File: src/assert_macros.svh
// Assertion macros used by the decoder back end.
`ifndef ASSERT_MACROS_SVH
`define ASSERT_MACROS_SVH

// Checked on every clock edge outside of reset.
`define U8SD_ASSERT(label, prop, msg) \
	label: assert property (@(posedge clk) disable iff (!arst_n) (prop)) else $error(msg);

// Checked on every clock edge, reset included.
`define U8SD_ASSERT_ALWAYS(label, prop, msg) \
	label: assert property (@(posedge clk) (prop)) else $error(msg);

`endif

File: src/u8sd_pkg.sv
// Types and constants shared by the UTF-8 stream decoder.
package u8sd_pkg;

	localparam int unsigned DEF_MAX_STRING_BYTES = 65536;
	localparam int unsigned DEF_QUEUE_DEPTH = 2;

	localparam logic [7:0] ASCII_MASK = 8'h80;
	localparam logic [7:0] LEAD2_MASK = 8'hE0;
	localparam logic [7:0] LEAD2_TAG = 8'hC0;
	localparam logic [7:0] LEAD3_MASK = 8'hF0;
	localparam logic [7:0] LEAD3_TAG = 8'hE0;
	localparam logic [7:0] LEAD4_MASK = 8'hF8;
	localparam logic [7:0] LEAD4_TAG = 8'hF0;

	localparam logic [20:0] REPLACEMENT_POINT = 21'd63;
	localparam logic [15:0] COUNT_MAX = 16'hFFFF;

	typedef enum logic [2:0] {
		CLS_ZERO,
		CLS_ASCII,
		CLS_LEAD2,
		CLS_LEAD3,
		CLS_LEAD4,
		CLS_OTHER
	} cls_t;

	typedef struct packed {
		cls_t cls;
		logic [7:0] data;
	} op_t;

	typedef struct packed {
		logic [20:0] code_point;
		logic [2:0] char_len;
		logic [15:0] char_start;
		logic [15:0] char_number;
		logic is_end;
		logic bad_lead;
		logic truncated;
		logic [15:0] final_char_start;
	} res_t;

endpackage

File: src/u8sd_queue.sv
// Short first-in first-out queue of classified requests between front and back.
module u8sd_queue import u8sd_pkg::*; #(
	parameter int unsigned DEPTH = DEF_QUEUE_DEPTH
) (
	input logic clk,
	input logic arst_n,
	input logic push_valid,
	input op_t push_op,
	output logic push_ready,
	output logic pop_valid,
	output op_t pop_op,
	input logic pop_ready
);

	localparam int unsigned PTR_W = (DEPTH > 1) ? $clog2(DEPTH) : 1;
	localparam int unsigned CNT_W = $clog2(DEPTH + 1);
	localparam logic [PTR_W-1:0] LAST_PTR = PTR_W'(DEPTH - 1);

	op_t entries_q [DEPTH];
	logic [PTR_W-1:0] wr_ptr_q;
	logic [PTR_W-1:0] rd_ptr_q;
	logic [CNT_W-1:0] count_q;
	logic push;
	logic pop;

	assign push_ready = (count_q != CNT_W'(DEPTH));
	assign pop_valid = (count_q != '0);
	assign push = push_valid && push_ready;
	assign pop = pop_valid && pop_ready;
	assign pop_op = entries_q[rd_ptr_q];

	always_ff @(posedge clk) begin
		if (push) begin
			entries_q[wr_ptr_q] <= push_op;
		end
	end

	always_ff @(posedge clk or negedge arst_n) begin
		if (!arst_n) begin
			wr_ptr_q <= '0;
			rd_ptr_q <= '0;
			count_q <= '0;
		end else begin
			if (push) begin
				wr_ptr_q <= (wr_ptr_q == LAST_PTR) ? '0 : wr_ptr_q + 1'b1;
			end
			if (pop) begin
				rd_ptr_q <= (rd_ptr_q == LAST_PTR) ? '0 : rd_ptr_q + 1'b1;
			end
			if (push && !pop) begin
				count_q <= count_q + 1'b1;
			end else if (pop && !push) begin
				count_q <= count_q - 1'b1;
			end
		end
	end

endmodule

File: config.mk
export PLATFORM = sky130hd
export DESIGN_NAME = u8sd_queue
export DESIGN_NICKNAME = d
export VERILOG_FILES = /design/src/assert_macros.svh /design/src/u8sd_pkg.sv /design/src/u8sd_queue.sv
export SDC_FILE = /design/constraint.sdc
export NUM_CORES = 1
export LEC_CHECK = 0
export ABC_AREA = 1
export BUFFER_PORTS_ARGS = -buffer_cell sky130_fd_sc_hd__buf_2
export CAP_MARGIN = 20
export CORE_ASPECT_RATIO = 2
export CORE_MARGIN = 3
export CORE_UTILIZATION = 40
export DETAILED_ROUTE_END_ITERATION = 10
export SYNTH_ARGS = -nofsm -noshare
export SYNTH_HDL_FRONTEND = slang
export SYNTH_SLANG_ARGS = --single-unit
File: constraint.sdc
create_clock -name clk -period 1.6 [get_ports clk]
set_input_delay 0.24 -clock clk [delete_from_list [all_inputs] [get_ports clk]]
set_output_delay 0.24 -clock clk [all_outputs]
set_load 0.01 [all_outputs]
Word level (Yosys, flattened, before mapping) --
Memory sizes are Yosys's and may differ from the RTL's. Index checks and enable logic that the tools add are counted.
Operators by class: add/sub/neg operators 4, reduce and logical (&&, ||, !) cells 8, mux-type cells 6, equality and inequality tests 1
Operator list (number):
- logical AND 1 bit | 4
- two-way mux 1 bit | 4
- two-way mux 2 bit | 2
- nonzero test 2 bit | 2
- adder 1 bit, second input constant | 2
- adder 2 x 1 -> 2 bit, second input constant | 1
- logical NOT 1 bit | 2
- inequality test 2 bit, second input constant | 1
- subtractor 2 x 1 -> 2 bit, second input constant | 1
Word-level totals: bits in registers 4, memories 1, logic and storage cells 23, input bits 15, RAM bits 22
Memory list:
- entries_q | depth 2, width 11, rd ports 1, clocked after memory_dff 0, wr ports 1, RTL line u8sd_queue.sv:19 | op_t entries_q [DEPTH];

Longest topological paths before layout --
Gate-level depths: netlist of run 1.
depth after elaboration 6, depth in mapped cells 10, mapped depth without buffers 10

Worst setup path after synthesis of run 1 --
OpenSTA, ideal clock, no wires.
kind reg-to-reg, from register count_q[0], to memory entries_q[0][0] (netlist name), enable pin, buffers on the path 0, period minus slack after synthesis 1.455 ns, slack 0.145 ns, data arrival time 1.077 ns, cell stages (with the launch flop) 5, required time 1.222 ns, path through dfrtp_1 -> inv_2 -> nand2_4 -> nand2_4 -> nor2_1
On the way: longest elaborated chain between the ends 4
Ends and longest elaborated chain:
- start, declared | RTL line u8sd_queue.sv:22 | logic [CNT_W-1:0] count_q;
- start signal, assigned | RTL line u8sd_queue.sv:51 | count_q <= count_q + 1'b1;
- start signal, assigned | RTL line u8sd_queue.sv:53 | count_q <= count_q - 1'b1;
- inequality test 2 bit | RTL line u8sd_queue.sv:26 | assign push_ready = (count_q != CNT_W'(DEPTH));
- named net push_ready | RTL line u8sd_queue.sv:9 | output logic push_ready,
- logical AND 1 bit | RTL line u8sd_queue.sv:28 | assign push = push_valid && push_ready;
- two-way mux 1 bit | RTL line u8sd_queue.sv:33 | if (push) begin
- two-way mux 1 bit (not written as such) | RTL line u8sd_queue.sv:34 | entries_q[wr_ptr_q] <= push_op;
- end, declared | RTL line u8sd_queue.sv:19
The timed path passes the listed nets, and every way through them passes these cells.

==> results of run 1 <==
[sequential cells by signal, indices dropped and copies added (netlist names)]
signal,count
count_q,2
wr_ptr_q,1
rd_ptr_q,1
entries_q,22
[power by group through the flow]
stage | sequential (mW) | clock (mW) | combinational [mW]
floorplan | 1.02 | 0 | 0.579
global placement | 1.02 | 0 | 0.897
detailed placement | 1.03 | 0 | 0.912
CTS | 1.01 | 0.409 | 0.918
global route | 1.03 | 0.448 | 1.02
finish | 1.02 | 0.391 | 0.891
[synthesized netlist by cell type, types with 2 or more instances]
master    count  area (sq um)
dfrtp_1       4           100
edfxtp_1     22           661
inv_1         5          18.8
inv_2         2          7.51
nand2_1      39           146
nand2_2       2          12.5
nand2_4       2          22.5
nand3_1       2          10.0
nor2_1        2          7.51
[logic make-up (layout without fill, tap and decap cells)]
kind of cell,count (synthesis),in the layout,synth area share
xor+xnor,2,2,0.0240
fa+ha+maj,1,1,0.0120
buf+inv,9,44,0.0372
flops,26,26,0.730
simple gates,48,48,0.197
[area by class of cell]
class / count / share of cell area
repair buffers: 33 / 0.140
multi-input cells: 51 / 0.186
well taps: 27 / 0.0259
inverters: 7 / 0.0230
flip-flops and latches: 26 / 0.583
clock buffers: 4 / 0.0422
[worst paths after layout]
path	to	cells after the start	slack, ns	start
min in group asynchronous	wr_ptr_q	2	0.31	arst_n
worst min-delay path	entries_q[1][7]	1	0.17	push_op[7]
worst min register to register	count_q[0]	1	0.53	count_q[0]
worst max-delay path	pop_op[7]	4	0.20	rd_ptr_q
max in group asynchronous	rd_ptr_q	2	1.17	arst_n
worst max register to register	count_q[1]	9	0.21	count_q[0]
[per-layer routing]
metal,GRT usage,vias up,wire (um),share of wire
met5,0,-,0,0
met4,0.0654,0,17,0.010
met3,0.0183,2,67,0.041
met2,0.208,15,964,0.59
met1,0.121,312,587,0.36
li1,-,347,-,-
[worst max-delay path, cell delays in order (launching register included)]
cell and delay, ns:
dfrtp_1 0.39, clkinvlp_4 0.22, nand2_1 0.11, nand2_1 0.05, buf_2 0.13
[what timing repair did]
action,4_1_cts,5_1_grt
hold endpoints to repair,4,0
resized for setup,0,1
endpoints found under the setup margin,0,1
hold buffers,1,0
==> flow_summary.ini, run 1 <==
[floorplan]
io_pins = 28
die_h_um = 78.2
core.rowCount = 25
core_sq_um = 2410
start_util = 0.433
die-area_sq_um = 3290
fp.dieW_um = 42.1

[cells_and_area]
drive_gt1_frac = 0.364
syn2layout_area_growth_pct = 25.2
fin_nets = 138
fin_cells = 148
fin_area_sq_um = 1310
num_antenna_cells = 0
layout_common_cells = nand2_1, buf_2, edfxtp_1
final_common_cell = nand2_1
register_area_sq_um = 761
fillers = 222
utilization = 0.542
multi_input_area_sq_um = 243

[global_route]
antenna_found_initial = 0
grt_max_degree = 15
gr-total-overflow = 0
grt_pass1_vias = 707
grt_pass1_wl_um = 2860
grt_usage = 0.115

[power]
clkPwrFrac = 0.170
p_sw_frac = 0.342
p_sw_mw = 0.787
combinationalPowerShare = 0.388
p_int_mw = 1.51
peakVddDrop_uv = 989
seqPwrFrac = 0.442
p_leak_nw = 0.604
p_per_area_nw_per_um2 = 1760
total_power_mw = 2.30

[sta]
setup_viol = 0
hold_ws_ns = 0.165
setup_tns_ns = 0
rsz0062_at_grt = no
finalCriticalPeriod_ns = 1.40
finalHoldViolations = 0
max_freq_mhz = 713
fin_skew_ns = 0.00299
final.setup.worst_slack_ns = 0.197
worst_slew_pin_slew_ns = 0.202
min_period_over_period = 0.877
report.final.slew_viol_count = 0
slew_headroom = 0.865

[detailed_routing]
drc_errors = 0
via_count = 676
dr.pass1.iters = 4
wl_per_cell_um = 11.1
drt_wl_total_um = 1640
drtAntennaViolNets = 0
avgViaCountPerCell = 4.57
drt_iter0_drc = 14

[setup_path]
worst-setup-path-type = flop to output pin
cp-end-kind = output pin
required_ns = 1.36
crit_arrival_ns = 1.16
crit_fanout = 12
startpoint_type = flop

[clocking]
clk_pin_slew_ns = 0.08
numCtsBuffers = 3
cts_tree = yes
cts-root-buf = clkbuf_8
h-tree-depth = 1
clk_latency_ns = 0.26
cts_setup_buffers = 0
clk_path_buf_depth = 2
cts.sinks = 26

[placement]
placed_area_sq_um = 1240
dp_hpwl_um = 1340
port_buffers = 27
place_ws_ns = 0.214
gp_congestion = 0.643
place_inst = 143

[yosys]
ys.flop_type = edfxtp_1
avgSynthCellArea_sq_um = 12.1
yosysSeqAreaShare = 0.730
synthCells = 86
ys_warn_count = 0
synth-edff-count = 22
synth_cell_types = 15
syn_nets = 102
ys_seq_elements = 26
synth_area_sq_um = 1040
synth_async_sr_flop_share = 0.154

[outcome]
status = finished clean

[job]
max-cap-violations = 0

[worst_hold_path]
hold_class = input pin to flop
(Power assumes the default switching activity.)
==> inputs of run 2 (changes only) <==
--- a/config.mk
+++ b/config.mk
@@ -11,6 +11,7 @@
 export CORE_ASPECT_RATIO = 2
 export CORE_MARGIN = 3
 export CORE_UTILIZATION = 40
+export CTS_CLUSTER_DIAMETER = 60
 export DETAILED_ROUTE_END_ITERATION = 10
 export SYNTH_ARGS = -nofsm -noshare
 export SYNTH_HDL_FRONTEND = slang
==> constraint.sdc (replaced) <==
create_clock -name clk -period 1.38 [get_ports clk]
set_input_delay 0.207 -clock clk [delete_from_list [all_inputs] [get_ports clk]]
set_output_delay 0.207 -clock clk [all_outputs]
set_load 0.01 [all_outputs]
==> flow_summary.ini, run 2 (synthesis gave the netlist of run 1 again) <==
[placement]
place_ws_ns = 0.00979
port_buffers = 27
placed_area_sq_um = 1230
place_inst = 142
gp_congestion = 0.652
dp_hpwl_um = 1300

[cells_and_area]
layout_common_cells = nand2_1, buf_2, edfxtp_1
regMostFlops = entries_q
drive_gt1_frac = 0.416
largestRegisters = entries_q: 22 flops, count_q: 2 flops
fin_cells = 152
syn2layout_area_growth_pct = 30.0
num_antenna_cells = 0
final_common_cell = nand2_1
fin_area_sq_um = 1360
largest_register_ffs = 22
fin_nets = 142

[sta]
min_period_over_period = 0.968
worst_slew_pin_slew_ns = 0.182
rsz0062_at_grt = yes
finalCriticalPeriod_ns = 1.34
finalHoldViolations = 0
report.final.slew_viol_count = 0
final.setup.worst_slack_ns = 0.0440
setup_viol = 0
max_freq_mhz = 749
fin_skew_ns = 0.00271
hold_ws_ns = 0.132
slew_headroom = 0.879

[worst_hold_path]
min_path_cells = 1
hold_class = input pin to flop

[floorplan]
io_pins = 28
start_util = 0.433
fp.dieW_um = 42.1
core_sq_um = 2410
core.rowCount = 25
die-area_sq_um = 3290
die_h_um = 78.2

[setup_path]
required_ns = 1.17
crit_cells = 4
cp-end-kind = output pin
r2r_cells = 9
crit_path_cell_trace = clkinvlp_4 > nand2_1 > nand2_1 > buf_2
worst-setup-path-type = flop to output pin
slowest_stage = dfrtp_2
crit_fanout = 6
crit_family = flip-flops
worst_path_most_repeated_cell = nand2_1
crit_arrival_ns = 1.13
cpPeakStageDelay_ns = 0.43
startpoint_type = flop
path_buf_inv = 2

[power]
p_per_area_nw_per_um2 = 2090
p_leak_nw = 0.617
peakVddDrop_uv = 1240

[clocking]
cts_tree = yes
clk_path_buf_depth = 2
numCtsBuffers = 3
cts.sinks = 26
clk_latency_ns = 0.26
h-tree-depth = 1
cts-root-buf = clkbuf_8
clk_pin_slew_ns = 0.08

[global_route]
grt_pass1_vias = 701
antenna_found_initial = 0
grt_usage = 0.113
grt_pass1_wl_um = 2900
grt.met2_usage = 0.213
gr-total-overflow = 0
grt_use_met3 = 0.0252
grt_util_met1 = 0.116
grt.busiest_layer = met2
grt_max_degree = 15

[detailed_routing]
drtAntennaViolNets = 0
drt_iter0_drc = 5
dr.pass1.iters = 4
drc_errors = 0
drt_wl_total_um = 1800
wl_per_cell_um = 11.8
via_count = 688
avgViaCountPerCell = 4.53

[job]
max-cap-violations = 0

[outcome]
status = finished clean
[run 2: cell types whose count changed in the layout (fill, tap and decap cells not counted)]
cell	before	now
inv_2	2	3
ha_1	1	0
dfrtp_2	0	1
dfrtp_1	4	3
clkinvlp_4	1	2
nand2_1	39	38
buf_4	5	7
ha_4	0	1
nand2_2	2	3
inv_1	4	3
buf_6	0	1
[run 2: repair_timing]
action	in CTS	in global routing
endpoints found under the setup margin	12	12
setup buffers	2	2
hold buffers	1	0
gates cloned	1	0
hold endpoints to repair	4	0
resized for setup	3	4
pin swaps	0	2
[run 2: worst register-to-register path: cells and delay by family (launching register included)]
family	cells	cell delay (ns)
DFF	1	0.40
and+or+nand+nor	5	0.32
adders and majority gates	1	0.25
buffers and inverters	3	0.23
[run 2: cell type report]
type / instances / area, sq um
fillers: 205 / 1050
flip-flops and latches: 26 / 762
multi-input cells: 51 / 258
repair buffers: 36 / 209
clock buffers: 4 / 55.1
well taps: 27 / 33.8
inverters: 7 / 30.0
repair inverters: 1 / 7.51
[run 2: metal layers]
metal / up-vias / share of wire
met5: - / 0
met4: 0 / 0.010
met3: 2 / 0.046
met2: 17 / 0.58
met1: 313 / 0.36
li1: 356 / -
[run 2: through the flow]
stage,power (mW),util,TNS (ns)
2_1_floorplan,1.85,-,-1.66
3_3_place_gp,2.20,0.510,0
3_5_place_dp,2.24,0.510,0
4_1_cts,2.78,0.549,0
5_1_grt,3.04,0.563,-0.315
6_report,2.83,0.563,0
[run 2: power by group]
| part | switching (mW) | leakage (nW) | total (mW) | internal (mW) |
|---|---|---|---|---|
| clock network | 0.212 | 0.0288 | 0.466 | 0.254 |
| registers | 0.0996 | 0.251 | 1.19 | 1.09 |
| logic | 0.669 | 0.338 | 1.18 | 0.507 |
[run 2: path summary, 6_finish.rpt]
check	startpoint	endpoint	slack, ns
setup / recovery	rd_ptr_q	pop_op[3]	0.04
hold / removal	push_op[5]	entries_q[1][5]	0.13
setup reg to reg	count_q[0]	count_q[1]	0.09
hold reg to reg	count_q[1]	count_q[1]	0.59
max in group asynchronous	arst_n	rd_ptr_q	0.97
min in group asynchronous	arst_n	count_q[1]	0.27
==> inputs of run 3 (changes only) <==
--- a/config.mk
+++ b/config.mk
@@ -8,7 +8,7 @@
 export ABC_AREA = 1
 export BUFFER_PORTS_ARGS = -buffer_cell sky130_fd_sc_hd__buf_2
 export CAP_MARGIN = 20
-export CORE_ASPECT_RATIO = 2
+export CORE_ASPECT_RATIO = 1.25
 export CORE_MARGIN = 3
 export CORE_UTILIZATION = 40
 export CTS_CLUSTER_DIAMETER = 60
==> flow_summary.ini, run 3 (synthesis gave the netlist of run 1 again) <==
[cells_and_area]
register_area_sq_um = 762
drive_gt1_frac = 0.393
layout_common_cells = nand2_1, buf_2, edfxtp_1
syn2layout_area_growth_pct = 25.6
utilization = 0.534
final_common_cell = nand2_1
fillers = 241
multi_input_area_sq_um = 255
fin_area_sq_um = 1310
fin_cells = 155
fin_nets = 139
largest_register_ffs = 22
largestRegisters = entries_q: 22 flops, count_q: 2 flops
regMostFlops = entries_q
num_antenna_cells = 0

[sta]
final.setup.worst_slack_ns = -0.0435
setup_viol = 11
slew_headroom = 0.885
fin_skew_ns = 0.00283
setup_tns_ns = -0.250
min_period_over_period = 1.03
max_freq_mhz = 703
finalHoldViolations = 0
hold_ws_ns = 0.0846
report.final.slew_viol_count = 0
rsz0062_at_grt = yes
finalCriticalPeriod_ns = 1.42
worst_slew_pin_slew_ns = 0.173

[setup_path]
required_ns = 1.17
crit_arrival_ns = 1.22
crit_fanout = 6
cp-end-kind = output pin
startpoint_type = flop
worst-setup-path-type = flop to output pin
r2r_slack_ns = 0.10

[placement]
gp_congestion = 0.684
dp_hpwl_um = 1160
place_ws_ns = 0.000323
place_inst = 147
port_buffers = 27
placed_area_sq_um = 1230

[clocking]
clk_pin_slew_ns = 0.12
clk_latency_ns = 0.30
cts_tree = yes
numCtsBuffers = 3
clk_path_buf_depth = 2
h-tree-depth = 1
cts-root-buf = clkbuf_4
cts.sinks = 26

[detailed_routing]
dr.pass1.iters = 4
drtAntennaViolNets = 0
avgViaCountPerCell = 4.46
wl_per_cell_um = 11.5
drc_errors = 0
via_count = 692
drt_wl_total_um = 1790
wl_met2_um = 915
drt_iter0_drc = 10
met1Wirelength_um = 743
top_layer = met4
met3_length_um = 113

[power]
total_power_mw = 2.63
peakVddDrop_uv = 1200
p_leak_nw = 0.587
p_per_area_nw_per_um2 = 2010

[floorplan]
fp.dieW_um = 51.7
core.rowCount = 20
start_util = 0.425
die_h_um = 63.1
io_pins = 28
core_sq_um = 2450
die-area_sq_um = 3260

[outcome]
status = finished with violations
violations = negative setup slack

[global_route]
grt_usage = 0.117
grt_pass1_vias = 682
antenna_found_initial = 0
gr-total-overflow = 0
grt_pass1_wl_um = 2860
grt_max_degree = 15

[worst_hold_path]
hold_class = input pin to flop

[job]
max-cap-violations = 0
-- run 3: layer usage --
layer  up-vias  GRT usage
met5         -          0
met4         0     0.0492
met3         2     0.0236
met2        18      0.201
met1       323      0.139
li1        349          -
-- run 3: final cells by class --
| class | instances | area share |
|---|---|---|
| clock buffers | 4 | 0.0201 |
| inverters | 7 | 0.0229 |
| multi-input cells | 51 | 0.195 |
| flip-flops and latches | 26 | 0.582 |
| well taps | 33 | 0.0315 |
| repair buffers | 33 | 0.142 |
| repair inverters | 1 | 0.00574 |
-- run 3: worst paths after layout --
path                             from              end  cells after the start
max reg2reg                count_q[0]       count_q[1]                      9
max                          rd_ptr_q        pop_op[4]                      4
min                        push_op[8]  entries_q[1][8]                      1
max in group asynchronous      arst_n         rd_ptr_q                      2
min in group asynchronous      arst_n         wr_ptr_q                      2
min reg2reg                count_q[1]       count_q[1]                      2
-- run 3: critical path, stage by stage (launching register included) --
cell and delay (ns):
dfrtp_2 0.45, clkinvlp_4 0.18, nand2_1 0.10, nand2_1 0.06, buf_2 0.13
-- run 3: power by group --
| part | total [mW] | internal (mW) | switching, mW |
|---|---|---|---|
| clock | 0.306 | 0.113 | 0.193 |
| sequential | 1.19 | 1.09 | 0.0988 |
| combinational | 1.14 | 0.460 | 0.680 |
-- run 3: repair_timing --
item,CTS,global route
buffers inserted,2,0
endpoints found under the setup margin,12,12
pin swaps,3,4
endpoints found under the hold margin,4,0
hold buffers,1,0
cloned,1,0
resized for setup,4,3
